`config.mk`:
```
export PLATFORM = sky130hd
export DESIGN_NAME = expression_lexer_top
export DESIGN_NICKNAME = d
export VERILOG_FILES = /design/src/exl_pkg.sv /design/src/exl_scan.sv /design/src/exl_outq.sv /design/src/expression_lexer_top.sv
export SDC_FILE = /design/constraint.sdc
export NUM_CORES = 1
export LEC_CHECK = 0
export BUFFER_PORTS_ARGS = -buffer_cell sky130_fd_sc_hd__clkbuf_2
export CORE_MARGIN = 2
export CORE_UTILIZATION = 45
export CTS_BUF_LIST = sky130_fd_sc_hd__clkbuf_8 sky130_fd_sc_hd__clkbuf_16
export DETAILED_ROUTE_END_ITERATION = 6
export PLACE_DENSITY = 0.59
export SLEW_MARGIN = 40
export SYNTH_ARGS = -nofsm -noshare
export SYNTH_HDL_FRONTEND = slang
export SYNTH_SLANG_ARGS = --single-unit
```
`constraint.sdc`:
```
create_clock -name clk -period 9.8 [get_ports clk]
set_input_delay 0.49 -clock clk [delete_from_list [all_inputs] [get_ports clk]]
set_output_delay 0.49 -clock clk [all_outputs]
set_load 0.05 [all_outputs]
```
`src/exl_pkg.sv`:
```
// exl_pkg: shared types, character and token codes, and helpers for the
// expression lexer. No dependencies; every other file imports this package.
`default_nettype none

package exl_pkg;

	localparam int POS_W  = 20;
	localparam int KIND_W = 5;
	localparam int CHAR_W = 8;
	localparam int QDEPTH = 4;
	localparam int QPTR_W = $clog2(QDEPTH);
	localparam int QCNT_W = QPTR_W + 1;

	typedef logic [POS_W-1:0]  pos_t;
	typedef logic [CHAR_W-1:0] char_t;

	typedef enum logic [2:0] {
		PK_NONE = 3'd0,
		PK_BANG = 3'd1,
		PK_AMP  = 3'd2,
		PK_BAR  = 3'd3,
		PK_LT   = 3'd4,
		PK_GT   = 3'd5,
		PK_EQ   = 3'd6,
		PK_NUM  = 3'd7
	} pend_t;

	typedef enum logic [KIND_W-1:0] {
		TK_OPAREN = 5'd0,
		TK_CPAREN = 5'd1,
		TK_PLUS   = 5'd2,
		TK_MINUS  = 5'd3,
		TK_STAR   = 5'd4,
		TK_SLASH  = 5'd5,
		TK_LT     = 5'd6,
		TK_GT     = 5'd7,
		TK_LE     = 5'd8,
		TK_GE     = 5'd9,
		TK_ASSIGN = 5'd10,
		TK_EQEQ   = 5'd11,
		TK_NE     = 5'd12,
		TK_NOT    = 5'd13,
		TK_AND    = 5'd14,
		TK_OR     = 5'd15,
		TK_NUMBER = 5'd16,
		TK_EOF    = 5'd17,
		TK_ERROR  = 5'd18
	} tok_kind_t;

	localparam char_t CH_NUL    = 8'h00;
	localparam char_t CH_TAB    = 8'h09;
	localparam char_t CH_LF     = 8'h0A;
	localparam char_t CH_CR     = 8'h0D;
	localparam char_t CH_SP     = 8'h20;
	localparam char_t CH_BANG   = 8'h21;
	localparam char_t CH_AMP    = 8'h26;
	localparam char_t CH_OPAREN = 8'h28;
	localparam char_t CH_CPAREN = 8'h29;
	localparam char_t CH_STAR   = 8'h2A;
	localparam char_t CH_PLUS   = 8'h2B;
	localparam char_t CH_MINUS  = 8'h2D;
	localparam char_t CH_SLASH  = 8'h2F;
	localparam char_t CH_ZERO   = 8'h30;
	localparam char_t CH_NINE   = 8'h39;
	localparam char_t CH_LT     = 8'h3C;
	localparam char_t CH_EQ     = 8'h3D;
	localparam char_t CH_GT     = 8'h3E;
	localparam char_t CH_BAR    = 8'h7C;

	typedef struct packed {
		logic      vld;
		tok_kind_t kind;
		pos_t      start;
		pos_t      len;
		pos_t      line;
		logic      last;
	} tok_rec_t;

	typedef struct packed {
		logic not_empty;
		logic no_room;
	} q_stat_t;

	function automatic pos_t sat_inc(input pos_t v);
		return (v == '1) ? v : v + pos_t'(1);
	endfunction

	function automatic tok_rec_t mk_tok(input tok_kind_t kind, input pos_t start,
			input pos_t len, input pos_t line);
		tok_rec_t t;
		t.vld   = 1'b1;
		t.kind  = kind;
		t.start = start;
		t.len   = len;
		t.line  = line;
		t.last  = 1'b0;
		return t;
	endfunction

	function automatic tok_kind_t single_kind(input pend_t pk);
		tok_kind_t k;
		unique case (pk)
			PK_BANG: k = TK_NOT;
			PK_LT:   k = TK_LT;
			PK_GT:   k = TK_GT;
			PK_EQ:   k = TK_ASSIGN;
			default: k = TK_ERROR;
		endcase
		return k;
	endfunction

	function automatic tok_kind_t pair_kind(input pend_t pk);
		tok_kind_t k;
		unique case (pk)
			PK_BANG: k = TK_NE;
			PK_AMP:  k = TK_AND;
			PK_BAR:  k = TK_OR;
			PK_LT:   k = TK_LE;
			PK_GT:   k = TK_GE;
			PK_EQ:   k = TK_EQEQ;
			default: k = TK_ERROR;
		endcase
		return k;
	endfunction

	function automatic char_t pair_char(input pend_t pk);
		char_t c;
		unique case (pk)
			PK_BANG, PK_LT, PK_GT, PK_EQ: c = CH_EQ;
			PK_AMP:  c = CH_AMP;
			PK_BAR:  c = CH_BAR;
			default: c = CH_NUL;
		endcase
		return c;
	endfunction

endpackage

`default_nettype wire

```
`src/exl_scan.sv`:
```
// exl_scan: scanner state (pending operator or digit run, position, line)
// and token formation for one byte. Uses exl_pkg.
`default_nettype none

module exl_scan (
	input  wire logic             clk,
	input  wire logic             arst_n,
	input  wire logic             fire,
	input  wire exl_pkg::char_t   char_code,
	output exl_pkg::tok_rec_t     tok_a,
	output exl_pkg::tok_rec_t     tok_b
);
	import exl_pkg::*;

	pend_t    pend_q, pend_n;
	pos_t     pstart_q, pstart_n;
	pos_t     dcnt_q, dcnt_n;
	pos_t     bpos_q, bpos_n;
	pos_t     line_q, line_n;
	logic     consumed;
	logic     digit_c;
	tok_rec_t ta, tb;

	always_comb begin
		ta       = '0;
		tb       = '0;
		consumed = 1'b0;
		pend_n   = pend_q;
		pstart_n = pstart_q;
		dcnt_n   = dcnt_q;
		bpos_n   = sat_inc(bpos_q);
		line_n   = line_q;
		digit_c  = (char_code >= CH_ZERO) && (char_code <= CH_NINE);

		// resolve whatever the previous byte left open
		if (pend_q == PK_NUM) begin
			if (digit_c) begin
				dcnt_n   = sat_inc(dcnt_q);
				consumed = 1'b1;
			end else begin
				ta     = mk_tok(TK_NUMBER, pstart_q, dcnt_q, line_q);
				pend_n = PK_NONE;
				dcnt_n = '0;
			end
		end else if (pend_q != PK_NONE) begin
			if (char_code != CH_NUL && char_code == pair_char(pend_q)) begin
				ta       = mk_tok(pair_kind(pend_q), pstart_q, pos_t'(2), line_q);
				consumed = 1'b1;
			end else if (pend_q != PK_AMP && pend_q != PK_BAR) begin
				ta = mk_tok(single_kind(pend_q), pstart_q, pos_t'(1), line_q);
			end
			pend_n = PK_NONE;
		end

		if (!consumed) begin
			unique case (char_code)
				CH_OPAREN: tb = mk_tok(TK_OPAREN, bpos_q, pos_t'(1), line_q);
				CH_CPAREN: tb = mk_tok(TK_CPAREN, bpos_q, pos_t'(1), line_q);
				CH_PLUS:   tb = mk_tok(TK_PLUS,   bpos_q, pos_t'(1), line_q);
				CH_MINUS:  tb = mk_tok(TK_MINUS,  bpos_q, pos_t'(1), line_q);
				CH_STAR:   tb = mk_tok(TK_STAR,   bpos_q, pos_t'(1), line_q);
				CH_SLASH:  tb = mk_tok(TK_SLASH,  bpos_q, pos_t'(1), line_q);
				CH_BANG: begin
					pend_n   = PK_BANG;
					pstart_n = bpos_q;
				end
				CH_AMP: begin
					pend_n   = PK_AMP;
					pstart_n = bpos_q;
				end
				CH_BAR: begin
					pend_n   = PK_BAR;
					pstart_n = bpos_q;
				end
				CH_LT: begin
					pend_n   = PK_LT;
					pstart_n = bpos_q;
				end
				CH_GT: begin
					pend_n   = PK_GT;
					pstart_n = bpos_q;
				end
				CH_EQ: begin
					pend_n   = PK_EQ;
					pstart_n = bpos_q;
				end
				CH_SP, CH_TAB, CH_CR: ;
				CH_LF: line_n = sat_inc(line_q);
				CH_NUL: begin
					// end of text: next byte starts a fresh text
					tb       = mk_tok(TK_EOF, bpos_q, pos_t'(1), line_q);
					pend_n   = PK_NONE;
					pstart_n = '0;
					dcnt_n   = '0;
					bpos_n   = '0;
					line_n   = pos_t'(1);
				end
				default: begin
					if (digit_c) begin
						pend_n   = PK_NUM;
						pstart_n = bpos_q;
						dcnt_n   = pos_t'(1);
					end else begin
						tb = mk_tok(TK_ERROR, bpos_q, pos_t'(1), line_q);
					end
				end
			endcase
		end

		if (tb.vld) begin
			tb.last = 1'b1;
		end else begin
			ta.last = ta.vld;
		end
	end

	assign tok_a = ta;
	assign tok_b = tb;

	always_ff @(posedge clk or negedge arst_n) begin
		if (!arst_n) begin
			pend_q   <= PK_NONE;
			pstart_q <= '0;
			dcnt_q   <= '0;
			bpos_q   <= '0;
			line_q   <= pos_t'(1);
		end else if (fire) begin
			pend_q   <= pend_n;
			pstart_q <= pstart_n;
			dcnt_q   <= dcnt_n;
			bpos_q   <= bpos_n;
			line_q   <= line_n;
		end
	end

endmodule

`default_nettype wire

```
`src/exl_outq.sv`:
```
// exl_outq: small token queue that takes up to two tokens per cycle and
// hands out one. Uses exl_pkg.
`default_nettype none

module exl_outq (
	input  wire logic              clk,
	input  wire logic              arst_n,
	input  wire logic              fire,
	input  wire exl_pkg::tok_rec_t tok_a,
	input  wire exl_pkg::tok_rec_t tok_b,
	input  wire logic              pop,
	output exl_pkg::tok_rec_t      head,
	output exl_pkg::q_stat_t       stat
);
	import exl_pkg::*;

	tok_rec_t            mem [QDEPTH];
	logic [QPTR_W-1:0]   wr_q, rd_q;
	logic [QCNT_W-1:0]   cnt_q;
	logic                wa, wb;
	logic [1:0]          n_push;

	assign wa     = fire && tok_a.vld;
	assign wb     = fire && tok_b.vld;
	assign n_push = {1'b0, wa} + {1'b0, wb};

	always_ff @(posedge clk) begin
		if (wa || wb) begin
			mem[wr_q] <= wa ? tok_a : tok_b;
		end
		if (wa && wb) begin
			mem[wr_q + QPTR_W'(1)] <= tok_b;
		end
	end

	always_ff @(posedge clk or negedge arst_n) begin
		if (!arst_n) begin
			wr_q  <= '0;
			rd_q  <= '0;
			cnt_q <= '0;
		end else begin
			wr_q  <= wr_q + QPTR_W'(n_push);
			rd_q  <= rd_q + QPTR_W'(pop);
			cnt_q <= cnt_q + QCNT_W'(n_push) - QCNT_W'(pop);
		end
	end

	assign head           = mem[rd_q];
	assign stat.not_empty = (cnt_q != '0);
	// keep room for the two tokens one byte can raise
	assign stat.no_room   = (cnt_q > QCNT_W'(QDEPTH - 2));

endmodule

`default_nettype wire

```
`src/expression_lexer_top.sv`:
```
// expression_lexer_top: top level of the expression lexer.
// Depends on exl_pkg, exl_scan and exl_outq.
//
// Usage:
//  Input channel (in_valid/in_stall/char_code) takes one source byte per
//  request; byte 0 ends the text and resets position and line for the next.
//  Output channel (out_valid/out_stall/token fields) gives one token per
//  request; last_of_run marks the final token raised by a byte.
//  A token raised by a byte enters the token queue when the byte is taken and
//  reaches the output behind earlier tokens. Throughput: one byte per cycle
//  while in_stall is low; a four-entry token queue absorbs two-token bytes.
//  in_stall is high while the queue holds more than two tokens, so it
//  depends only on registered queue state. When the receiver stalls, the
//  head token holds still and the queue fills until in_stall rises.
//  Reset empties the queue, clears any pending token, sets the byte
//  position to 0 and the line to 1.
`default_nettype none

module expression_lexer_top (
	input  wire logic                         clk,
	input  wire logic                         arst_n,
	input  wire logic                         in_valid,
	output logic                              in_stall,
	input  wire logic [exl_pkg::CHAR_W-1:0]   char_code,
	output logic                              out_valid,
	input  wire logic                         out_stall,
	output logic [exl_pkg::KIND_W-1:0]        token_kind,
	output logic [exl_pkg::POS_W-1:0]         start_offset,
	output logic [exl_pkg::POS_W-1:0]         token_length,
	output logic [exl_pkg::POS_W-1:0]         line_number,
	output logic                              last_of_run
);
	import exl_pkg::*;

	tok_rec_t tok_a, tok_b, head;
	q_stat_t  stat;
	logic     fire, pop;

	assign in_stall  = stat.no_room;
	assign fire      = in_valid && !in_stall;
	assign out_valid = stat.not_empty;
	assign pop       = out_valid && !out_stall;

	exl_scan u_scan (
		.clk       (clk),
		.arst_n    (arst_n),
		.fire      (fire),
		.char_code (char_code),
		.tok_a     (tok_a),
		.tok_b     (tok_b)
	);

	exl_outq u_outq (
		.clk    (clk),
		.arst_n (arst_n),
		.fire   (fire),
		.tok_a  (tok_a),
		.tok_b  (tok_b),
		.pop    (pop),
		.head   (head),
		.stat   (stat)
	);

	assign token_kind   = head.kind;
	assign start_offset = head.start;
	assign token_length = head.len;
	assign line_number  = head.line;
	assign last_of_run  = head.last;

endmodule

`default_nettype wire

```
== Yosys cells after proc, flatten, opt, wreduce, memory -nomap -nowiden ==
Memories as Yosys holds them, arrays and structs flattened.
Cells that the tools add are included.

* Bitwise logic cells: 2
* Add/sub/neg operators: 9
* Eq/ne operators: 30
* Reductions and logical operators: 24
* Multiplexer cells: 43
* Order comparisons: 3

{| class="wikitable"
|+ Operators by type and width
! kind !! count
|-
| $mux 67 || 8
|-
| $pmux 67 s8 || 1
|-
| $mux 20 || 10
|-
| $eq 8x6->1 const B || 12
|-
| $pmux 20 s2 || 2
|-
| $add 20x1->20 const B || 3
|-
| $eq 20x20->1 const B || 3
|-
| $pmux 20 s3 || 1
|-
| $pmux 5 s6 || 1
|-
| $eq 8x4->1 const B || 3
|-
| $pmux 3 s8 || 1
|-
| $pmux 7 s3 || 1
|-
| $pmux 5 s4 || 1
|-
| $reduce_or 10->1 || 2
|-
| $mux 8 || 2
|-
| $reduce_or 16->1 || 1
|-
| $mux 3 || 5
|-
| $eq 3x3->1 const B || 4
|-
| $mux 1 || 10
|-
| $reduce_bool 3->1 || 3
|-
| $eq 8x7->1 const B || 1
|-
| $eq 8x8->1 || 1
|-
| $ge 8x6->1 const B || 1
|-
| $le 8x6->1 const B || 1
|-
| 21 further kinds || 33
|}

* RAM bits: 268
* Output and inout port bits: 68
* Flip-flop bits (word level): 90
* Memories kept: 1
* Bits of input ports: 12
* Word-level logic and storage cells: 120

{| class="wikitable"
|+ Memory list
! memory !! words !! width !! rd ports !! clocked after Yosys merged registers in !! write ports !! RTL line !! RTL
|-
| u_outq.mem || 4 || 67 || 1 || 0 || 2 || exl_outq.sv:17 || <nowiki>tok_rec_t mem [QDEPTH];</nowiki>
|}

== Longest topological paths before layout ==
Gate-level depths: netlist (run 1).

* Word-level depth: 15
* Gate-level depth with buffers: 16

== By module ==
A second synthesis (run 1) with hierarchy kept.

* Cell total of the unflattened synthesis: 1769
* Area total of the unflattened synthesis: 20528.4 um^2

{| class="wikitable"
|+ By module, submodules not included
! module !! sequential area each (um^2) !! cells an instance !! area an instance (um^2) !! times used
|-
| exl_outq || 8222.9 || 1034 || 14610.3 || 1
|-
| exl_scan || 2078.2 || 733 || 5890.6 || 1
|-
| expression_lexer_top || 0.0 || 2 || 27.5 || 1
|}

== Least setup slack after synthesis (run 1) ==
Ideal clock, no wire load.

* Path kind: input port to flip-flop
* Start: in char_code[0] in the netlist's numbering
* End: mem u_outq.mem[1][0] in the netlist's numbering (enable)
* Setup time: 400 ps
* Cell stages on the path: 12
* Buffers on the path: 2
* Arrival: 4122 ps
* Data required time: 9400 ps
* Path slack: 5278 ps
* Cell sequence: clkbuf_1 -> nor2_1 -> and4_1 -> a2111oi_4 -> a21boi_4 -> nor2_1 -> inv_1 -> ha_1 -> nor3b_1 -> nor2_1 -> clkbuf_1 -> inv_1

{| class="wikitable"
|+ RTL lines
! element !! RTL line !! RTL
|-
| start, declared || expression_lexer_top.sv:24 || <nowiki>input wire logic [exl_pkg::CHAR_W-1:0] char_code,</nowiki>
|-
| end, declared || exl_outq.sv:17 ||
|}

==> results_dict.tcl, run 1 <==
set metrics [dict create \
    hold_class "primary input to flop" \
    overflow 0 \
    drv_slew 0 \
    setup.worst_path.start_class "flop" \
    fill_cells 3317 \
    grt_pass1_vias 12000 \
    syn_nets 1430 \
    min_period_ns 4.73 \
    yosysSeqAreaShare_pct 55.0 \
    clk_latency_ns 0.54 \
    synth_top_family_by_area "compound AO/OA/AOI/OAI gates" \
    max_cap_violations 0 \
    nets 1474 \
    synth_compound_area_share_pct 14.4 \
    peakVddDrop_uv 161 \
    avgSynthCellArea_sq_um 12.1 \
    grt_max_degree 47 \
    track_usage_pct 23.1 \
    cts_tree "yes" \
    min_period_over_period_pct 48.3 \
    async_reset_ff_share_pct 25.4 \
    dr.pass1.iters 7 \
    cp-end-kind "flop" \
    grt_first_pass_wirelength_microns 70100 \
    synthAdderAreaFrac_pct 0.850 \
    synth_cell_type_count 78 \
    ys.flop_type "edfxtp_1" \
    leakagePower_nw 7.06 \
    clk_pin_slew_worst_paths_ns 0.06 \
    boundaryPins 80 \
    worst_pin_slew_ns 0.790 \
    setup-tns-final_ns 0 \
    antenna_found_initial 1 \
    cts_sinks 354 \
    placedCellCount 1919 \
    via_per_inst 5.97 \
    cp.required_ns 9.98 \
    fin_skew_ns 0.0216 \
    rsz0062_at_grt "no" \
    crit_type "flop to flop" \
    fin_area_sq_um 19500 \
    dieHeight_microns 199 \
    drive_above_1_share_pct 19.1 \
    die_area_sq_um 39500 \
    yosys.area_share.xor_xnor_pct 2.05 \
    fmax_ghz 0.211 \
    synth-seq-cells 354 \
    mappedNetlistArea_sq_um 17100 \
    area_growth_pct 14.2 \
    synth_edf_count 184 \
    fin_hold_ws_ns 0.459 \
    crit_fanout 31 \
    relSlewSlack_pct 47.3 \
    start_util_pct 45.5 \
    rows 71 \
    status "completed" \
    ys_warn_count 0 \
    reg2reg_slack_ns 5.07 \
    wire_per_inst_microns 22.3 \
    dr.first_iter.drc_count 1116 \
    hold_viol 0 \
    routed_wl_microns 44500 \
    drc 0 \
    post-cts-setup-buffer-count 0 \
    synth_cells 1407 \
    finalSetupViolCount 0 \
    root_buffer "clkbuf_16" \
    die_w_microns 199 \
    synthMuxAreaShare_pct 9.94 \
    h-tree-depth 2 \
    gp_congestion 0.933 \
    antenna_left 0 \
    layoutNonFillerInstCount 1995 \
    via_count 11900 \
    port-buffer-count 79 \
    place_area_sq_um 18100 \
    crit_arrival_ns 4.91 \
    cts_resized 0 \
    yosys.area_share.simple_pct 14.0 \
    clk_path_buf_depth 3 \
    numCtsBuffers 40 \
    cellPowerDensity_nw_per_um2 265 \
    core_sq_um 37500 \
    dpl.hpwl_microns 29000 \
]
[layout make-up]
type	count	area [sq um]	share of cell area, %
Sequential cell	354	9390	48.2
Multi-Input combinational cell	893	7190	36.9
Clock buffer	47	1100	5.63
Timing Repair Buffer	116	778	3.99
Tap cell	511	639	3.28
Clock inverter	26	223	1.14
Inverter	46	173	0.886
Antenna cell	2	5.00	0.0257
[where the power goes]
part | switching, mW | total, mW | internal [mW]
Combinational | 1.15 | 1.66 | 0.512
Clock | 0.606 | 1.49 | 0.881
Sequential | 0.223 | 2.01 | 1.79
[kinds of logic (layout without fill, tap and decap cells)]
logic type,after synthesis,count (layout)
AO/OA/AOI/OAI,305,305
XOR/XNOR,40,40
adder cells (fa/ha/maj),11,11
buffers and inverters,160,235
flip-flops,354,354
multiplexers,87,87
other,0,2
AND/OR/NAND/NOR,450,450
[sequential cells by signal (all words and copies together), names as in the netlist]
signal	flops
u_outq.mem	264
u_scan.bpos_q	20
u_scan.dcnt_q	20
u_scan.line_q	20
u_scan.pstart_q	20
u_outq.cnt_q	3
u_scan.pend_q	3
u_outq.rd_q	2
u_outq.wr_q	2
[routing by layer]
layer	wire [microns]	share of wire, %	global-route usage, %	vias up
met1	19500	44	32.1	5995
met2	21200	48	37.3	389
li1	-	-	-	5459
met3	2510	5.6	3.31	76
met4	1220	2.7	7.52	0
met5	0	0	0	-
[cell usage after synthesis (all sizes together), types with 15 or more instances]
| cell type | count | share of area [%] |
|---|---|---|
| nor2 | 77 | 1.7 |
| o211ai | 16 | 0.70 |
| mux2i | 21 | 1.2 |
| a21oi | 33 | 0.97 |
| mux4 | 66 | 8.7 |
| a22o | 80 | 4.1 |
| and3 | 19 | 0.70 |
| nand3 | 38 | 1.1 |
| xnor2 | 27 | 1.4 |
| buf | 47 | 1.3 |
| edfxtp | 184 | 32 |
| o22ai | 15 | 0.55 |
| and2 | 87 | 3.2 |
| nand4 | 24 | 0.88 |
| dfxtp | 80 | 9.4 |
| clkbuf | 67 | 1.5 |
| o21ai | 30 | 0.88 |
| nor4 | 15 | 0.59 |
| nand2 | 99 | 2.2 |
| dfrtp | 89 | 13 |
| nor3 | 26 | 0.76 |
| inv | 46 | 1.0 |
| o2bb2ai | 80 | 4.1 |
[critical path, stage by stage, from the launching register on]
cell and delay (ns):
dfrtp_1 0.59, and3_1 0.46, o21ai_1 0.20, a2111oi_4 0.57, a21boi_4 0.28, nor2_1 0.20
inv_1 0.07, ha_1 0.27, nor3b_2 0.48, nor2_1 0.12, buf_4 0.26, inv_2 0.36
buf_4 0.50
[path summary, 6_finish.rpt]
kind | cells after the start | startpoint | end
worst min register to register | 1 | u_outq.mem[3][32]$_SDFFE_PP0P_ | u_outq.mem[3][32]$_SDFFE_PP0P_
min in group asynchronous | 2 | arst_n | u_scan.pstart_q[6]$_DFFE_PN0P_
worst max-delay path | 12 | u_scan.pend_q[2]$_DFFE_PN0P_ | u_outq.mem[1][46]$_DFFE_PP_
worst min-delay path | 3 | out_stall | u_outq.rd_q[0]$_DFF_PN0_
worst max register to register | 12 | u_scan.pend_q[2]$_DFFE_PN0P_ | u_outq.mem[1][46]$_DFFE_PP_
max in group asynchronous | 3 | arst_n | u_scan.pend_q[2]$_DFFE_PN0P_
[cell usage in the layout (no fill, tap or decap), types with 22 or more instances in the layout]
| cell type | synthesis | layout |
|---|---|---|
| dfxtp_1 | 80 | 80 |
| clkbuf_16 | 0 | 40 |
| xnor2_1 | 27 | 27 |
| o2bb2ai_1 | 80 | 80 |
| a22o_1 | 80 | 80 |
| buf_4 | 2 | 22 |
| nand3_1 | 38 | 36 |
| edfxtp_1 | 184 | 184 |
| and2_1 | 87 | 87 |
| inv_1 | 46 | 48 |
| dfrtp_1 | 89 | 87 |
| nor2_1 | 77 | 73 |
| clkbuf_2 | 1 | 78 |
| a21oi_1 | 33 | 33 |
| nand2_1 | 98 | 98 |
| nand4_1 | 24 | 24 |
| mux4_2 | 66 | 66 |
[timing repair]
action	CTS	global route
setup endpoints to repair	0	0
hold buffers	1	0
endpoints found under the hold margin	40	0
[stage by stage]
| stage | setup slack (ns) | total power [mW] | utilization, % |
|---|---|---|---|
| after floorplan | 5.28 | 3.21 | - |
| after global placement | 4.60 | 3.66 | 47.7 |
| after detailed placement | 4.77 | 3.72 | 48.4 |
| after CTS | 4.78 | 5.21 | 52.0 |
| after global routing | 4.78 | 5.38 | 52.0 |
| final | 5.07 | 5.16 | 52.0 |
No activity file was read; power rests on OpenSTA's default activity.
==> run 2: changes to the inputs <==
--- a/config.mk
+++ b/config.mk
@@ -5,6 +5,7 @@
 export SDC_FILE = /design/constraint.sdc
 export NUM_CORES = 1
 export LEC_CHECK = 0
+export ABC_AREA = 1
 export BUFFER_PORTS_ARGS = -buffer_cell sky130_fd_sc_hd__clkbuf_2
 export CORE_MARGIN = 2
 export CORE_UTILIZATION = 45
==> constraint.sdc (replaced) <==
create_clock -name clk -period 4.6 [get_ports clk]
set_input_delay 0.23 -clock clk [delete_from_list [all_inputs] [get_ports clk]]
set_output_delay 0.23 -clock clk [all_outputs]
set_load 0.05 [all_outputs]
==> results_dict.tcl, run 2 <==
set metrics [dict create \
    clk_latency_ns 0.57 \
    critical_path_depth 16 \
    crit_buf_inv 3 \
    numCtsBuffers 41 \
    cp.required_ns 5.02 \
    crit_top_cell "nand2_1" \
    multi_input_area_sq_um 8160 \
    dr.first_iter.drc_count 1295 \
    avgSynthCellArea_sq_um 7.74 \
    via_per_inst 5.55 \
    synth_most_common_cell "nand2_1" \
    antenna_left 0 \
    relSlewSlack_pct 44.6 \
    clk_pin_slew_worst_paths_ns 0.06 \
    top_register "u_outq.mem" \
    layoutNonFillerInstCount 2983 \
    crit_fanout 24 \
    max_cap_violations 0 \
    rsz0062_at_grt "no" \
    worstPathCellList "nand2_1 > inv_2 > nand2_1 > nand3_1 > nand2_1 > nor2_4 > nand3_2 > nand2_2 > nand2_4 > ha_1 > nor3_4 > inv_1 > nand2_2 > inv_1 > nand2_1 > o21ai_0" \
    synth_area_leaders "edfxtp_1 (30%), nand2_1 (16%), dfrtp_1 (12%), dfxtp_1 (8.6%), o21ai_0 (7.4%)" \
    yosysSeqAreaShare_pct 50.6 \
    ys.flop_type "edfxtp_1" \
    die_area_sq_um 42800 \
    min_period_over_period_pct 89.6 \
    synth_cell_type_count 43 \
    largest_reg_flops 264 \
    mappedNetlistArea_sq_um 18500 \
    slowest_delay_ns 0.57 \
    crit_type "flop to flop" \
    synth-seq-cells 354 \
    synth_edf_count 184 \
    power.total_mw 14.3 \
    hold_class "primary input to flop" \
    hold_viol 0 \
    leakagePower_nw 8.65 \
    cts_sinks 354 \
    grt_first_pass_wirelength_microns 88200 \
    r2r-start "u_scan.pend_q[1]$_DFFE_PN0P_" \
    setup-tns-final_ns 0 \
    drv_slew 0 \
    synth_cells 2396 \
    status "completed" \
    boundaryPins 80 \
    fin_ws_ns 0.479 \
    cts_resized 0 \
    min_period_ns 4.12 \
    fill_cells 3937 \
    reg2reg_to "u_outq.mem[2][34]$_SDFFE_PP0P_" \
    critical-path-slowest-cell "dfrtp_1" \
    cp-startpoint "u_scan.pend_q[1]$_DFFE_PN0P_" \
    die_w_microns 207 \
    finalSetupViolCount 0 \
    rows 74 \
    dpl.hpwl_microns 33900 \
    ys_warn_count 0 \
    track_usage_pct 25.4 \
    fin_skew_ns 0.0205 \
    peakVddDrop_uv 401 \
    dieHeight_microns 207 \
    dr.pass1.iters 6 \
    hold_depth 3 \
    core_sq_um 40700 \
    gp_congestion 0.921 \
    synth.cells.most_frequent "nand2_1 (788), o21ai_0 (276), nor2_1 (244)" \
    via_count 16600 \
    postLayoutCoreUtil_pct 50.9 \
    h-tree-depth 2 \
    synth_area_leader_cell "edfxtp_1" \
    wire_per_inst_microns 18.5 \
    pre_cts_ws_ns 0.486 \
    area_growth_pct 11.9 \
    grt_max_degree 84 \
    syn_nets 2419 \
    synth_top_cell_area_share_pct 29.8 \
    cp-end-kind "flop" \
    antenna_found_initial 1 \
    clk_path_buf_depth 3 \
    drc 0 \
    cp-endpoint "u_outq.mem[2][34]$_SDFFE_PP0P_" \
    drive_above_1_share_pct 9.80 \
    cp_top_family "simple AND/OR/NAND/NOR gates" \
    start_util_pct 45.5 \
    fmax_ghz 0.243 \
    r2r_cells 16 \
    nets 2441 \
    crit_arrival_ns 4.54 \
    grt_pass1_vias 16100 \
    post-cts-setup-buffer-count 0 \
    reg2reg_slack_ns 0.48 \
    setup.worst_path.start_class "flop" \
    routed_wl_microns 55000 \
    final_common_cell "nand2_1" \
    cellPowerDensity_nw_per_um2 690 \
    placedCellCount 2906 \
    port-buffer-count 79 \
    root_buffer "clkbuf_16" \
    cts_tree "yes" \
    overflow 0 \
    worst_pin_slew_ns 0.829 \
    mostFrequentLayoutCells "nand2_1 (784), o21ai_0 (276), nor2_1 (244), edfxtp_1 (184), nand3_1 (132)" \
    ff_latch_area_sq_um 9390 \
    async_reset_ff_share_pct 25.4 \
]
-- run 2: final cells by class --
| class | count | area share, % |
|---|---|---|
| clock buffers | 46 | 5.33 |
| diodes | 1 | 0.0121 |
| flip-flops and latches | 354 | 45.2 |
| clock inverters | 29 | 1.04 |
| repair buffers | 112 | 3.38 |
| multi-input cells | 1775 | 39.3 |
| well taps | 532 | 3.21 |
| inverters | 134 | 2.44 |
-- run 2: worst min-delay path by stage --
stage,endpoint,startpoint
3_3_place_gp,u_scan.pend_q[1]$_DFFE_PN0P_,arst_n
4_1_cts,u_outq.rd_q[0]$_DFF_PN0_,out_stall
2_1_floorplan,u_outq.cnt_q[0]$_DFF_PN0_,arst_n
6_report,u_outq.rd_q[0]$_DFF_PN0_,out_stall
3_5_place_dp,u_scan.dcnt_q[15]$_DFFE_PN0P_,arst_n
5_1_grt,u_outq.rd_q[0]$_DFF_PN0_,out_stall
-- run 2: worst register-to-register path, stage by stage, from the launching register on --
cell and delay, ns:
dfrtp_1 0.57, nand2_1 0.14, inv_2 0.09, nand2_1 0.30, nand3_1 0.17, nand2_1 0.12, nor2_4 0.17, nand3_2 0.10
nand2_2 0.37, nand2_4 0.11, ha_1 0.35, nor3_4 0.22, inv_1 0.08, nand2_2 0.37, inv_1 0.52, nand2_1 0.21
o21ai_0 0.11
-- run 2: per-stage QoR --
stage / hold WS [ns] / instance area (sq um)
after global routing: 0.0999 / 20700
after CTS: 0.0728 / 20700
after detailed placement: 0.342 / 19400
after floorplan: -0.0656 / 18500
final: 0.0945 / 20700
after global placement: 0.338 / 19400
-- run 2: kinds of logic after synthesis --
| family | count (synthesis) | synth area share, % |
|---|---|---|
| buf+inv | 267 | 5.74 |
| fa+ha+maj | 11 | 0.783 |
| xor+xnor | 41 | 1.94 |
| flops | 354 | 50.6 |
| simple gates | 1255 | 27.6 |
| compound gates | 468 | 13.3 |
-- run 2: routing by layer --
metal  wire, microns  vias up  track usage [%]
li1                -     8010                -
met1           24300     7850             35.6
met2           25100      599             40.4
met3            4270       98             3.74
met4            1400        0             8.62
met5               0        -                0
-- run 2: timing repair --
item / CTS / global route
endpoints found under the hold margin: 48 / 0
setup endpoints to repair: 0 / 0
hold buffers: 1 / 0
-- run 2: power breakdown --
group	leakage [nW]	switching, mW	internal [mW]	total [mW]
Clock	0.686	1.33	1.89	3.22
Combinational	4.44	5.01	1.45	6.45
Sequential	3.52	0.475	4.17	4.65
Total	8.65	6.81	7.50	14.3
==> run 3: changes to the inputs <==
==> constraint.sdc (replaced) <==
create_clock -name clk -period 3.9 [get_ports clk]
set_input_delay 0.195 -clock clk [delete_from_list [all_inputs] [get_ports clk]]
set_output_delay 0.195 -clock clk [all_outputs]
set_load 0.05 [all_outputs]
==> results_dict.tcl, run 3 (same netlist as run 2, synthesis figures left out) <==
set metrics [dict create \
    drive_above_1_share_pct 10.3 \
    hold_viol 0 \
    port-buffer-count 79 \
    r2r-start "u_scan.pend_q[1]$_DFFE_PN0P_" \
    hold_depth 4 \
    cts_sinks 354 \
    dieHeight_microns 207 \
    h-tree-depth 2 \
    core_sq_um 40700 \
    finalSetupViolCount 0 \
    mostFrequentLayoutCells "nand2_1 (784), o21ai_0 (276), nor2_1 (244), edfxtp_1 (184), nand3_1 (132)" \
    dr.pass1.iters 5 \
    grt_first_pass_wirelength_microns 87100 \
    clk_pin_slew_worst_paths_ns 0.06 \
    boundaryPins 80 \
    leakagePower_nw 8.73 \
    worstHoldStart "in_valid" \
    postLayoutCoreUtil_pct 51.1 \
    start_util_pct 45.5 \
    via_count 16500 \
    antenna_left 0 \
    cts_tree "yes" \
    peakVddDrop_uv 477 \
    wire_per_inst_microns 18.4 \
    max_cap_violations 0 \
    setup.worst_path.start_class "flop" \
    reg2reg_slack_ns 0.55 \
    hold_class "primary input to flop" \
    status "completed" \
    root_buffer "clkbuf_16" \
    crit_type "flop to flop" \
    diodes 0 \
    die_w_microns 207 \
    nets 2456 \
    numCtsBuffers 40 \
    routed_wl_microns 55200 \
    dr.first_iter.drc_count 1472 \
    cp.required_ns 4.15 \
    r2r_cells 16 \
    min_period_over_period_pct 85.9 \
    fin_skew_ns 0.0160 \
    grt_max_degree 71 \
    critical-path-slowest-cell "dfrtp_1" \
    via_per_inst 5.52 \
    power.total_mw 16.9 \
    drc 0 \
    holdPathEnd "u_scan.dcnt_q[18]$_DFFE_PN0P_" \
    final_common_cell "nand2_1" \
    cp-end-kind "flop" \
    largest_reg_flops 264 \
    dpl.hpwl_microns 34200 \
    crit_fanout 32 \
    setup-tns-final_ns 0 \
    cellPowerDensity_nw_per_um2 810 \
    min_period_ns 3.35 \
    reg2reg_to "u_outq.mem[2][50]$_DFFE_PP_" \
    antenna_found_initial 1 \
    cts_resized 0 \
    area_growth_pct 12.3 \
    slowest_delay_ns 0.53 \
    track_usage_pct 25.3 \
    die_area_sq_um 42800 \
    crit_arrival_ns 3.60 \
    worstPathCellList "nand2_1 > inv_2 > nand2_1 > buf_4 > nand2_1 > nand2_1 > nand2_1 > nor2_4 > nand3_2 > nand2_2 > nand2_4 > ha_1 > nor3_4 > inv_1 > nand2_2 > buf_12" \
    drv_slew 0 \
    fmax_ghz 0.298 \
    relSlewSlack_pct 45.9 \
    overflow 0 \
    clk_path_buf_depth 3 \
    crit_top_cell "nand2_1" \
    rsz0062_at_grt "no" \
    fin_ws_ns 0.548 \
    worst_pin_slew_ns 0.812 \
    grt_pass1_vias 15500 \
    pre_cts_ws_ns 0.570 \
    clk_latency_ns 0.57 \
    gp_congestion 0.887 \
    rows 74 \
    top_register "u_outq.mem" \
]
==> run 3: cell count changes in the layout (fill, tap and decap cells not counted), moves of 2 or more <==
cell / change
clkinv_1: -3
inv_1: +5
buf_12: -2
clkinvlp_2: -2
clkinv_8: +2
clkinv_2: -4
buf_4: +18
==> run 3: critical path: cells and delay by family (launching register included) <==
kind	cells	cell delay (ns)
adders and majority gates	1	0.34
buffers and inverters	4	0.63
and+or+nand+nor	11	1.49
DFF	1	0.53
==> run 3: metrics by stage <==
step / cell area (sq um) / std cells / hold WS (ns)
3_5_place_dp: 19500 / 2922 / 0.283
4_1_cts: 20800 / 2997 / 0.0524
5_1_grt: 20800 / 2997 / 0.0740
6_report: 20800 / 2997 / 0.0700
3_3_place_gp: 19500 / 2922 / 0.410
2_1_floorplan: 18600 / 2396 / -0.101
==> run 3: worst max-delay path by stage <==
stage	start	end	slack (ns)
floorplan	u_outq.cnt_q[2]$_DFF_PN0_	u_outq.mem[2][22]$_SDFFE_PP0P_	0.15
detailed placement	u_scan.pend_q[1]$_DFFE_PN0P_	u_outq.mem[2][7]$_DFFE_PP_	0.57
global route	u_scan.pend_q[1]$_DFFE_PN0P_	u_outq.mem[2][25]$_SDFFE_PP0P_	0.26
finish	u_scan.pend_q[1]$_DFFE_PN0P_	u_outq.mem[2][50]$_DFFE_PP_	0.55
CTS	u_scan.pend_q[1]$_DFFE_PN0P_	u_outq.mem[2][52]$_DFFE_PP_	0.55
global placement	u_scan.pend_q[1]$_DFFE_PN0P_	u_outq.mem[2][51]$_DFFE_PP_	0.63
==> run 3: layout make-up <==
type / instances / area, sq um
Fill cell: 3944 / 19900
Sequential cell: 354 / 9390
Multi-Input combinational cell: 1775 / 8160
Clock buffer: 45 / 1090
Timing Repair Buffer: 128 / 797
Tap cell: 532 / 666
Inverter: 134 / 504
Clock inverter: 29 / 218
==> run 3: where the power goes <==
part | internal, mW | switching [mW] | leakage (nW)
logic | 1.74 | 5.94 | 4.51
clock network | 2.15 | 1.58 | 0.693
registers | 4.92 | 0.526 | 3.52
==> run 3: repair_timing <==
| action | in CTS | in global routing |
|---|---|---|
| endpoints found under the hold margin | 69 | 0 |
| hold buffers | 1 | 0 |
| setup endpoints to repair | 0 | 0 |
| buffers inserted | 0 | 0 |
==> run 3: routing by layer <==
metal | vias to the layer above | routed length (microns) | GRT usage [%]
li1 | 8043 | - | -
met4 | 2 | 1260 | 7.07
met2 | 580 | 25300 | 40.6
met5 | - | 13 | 0
met1 | 7819 | 24600 | 35.3
met3 | 90 | 4040 | 4.64
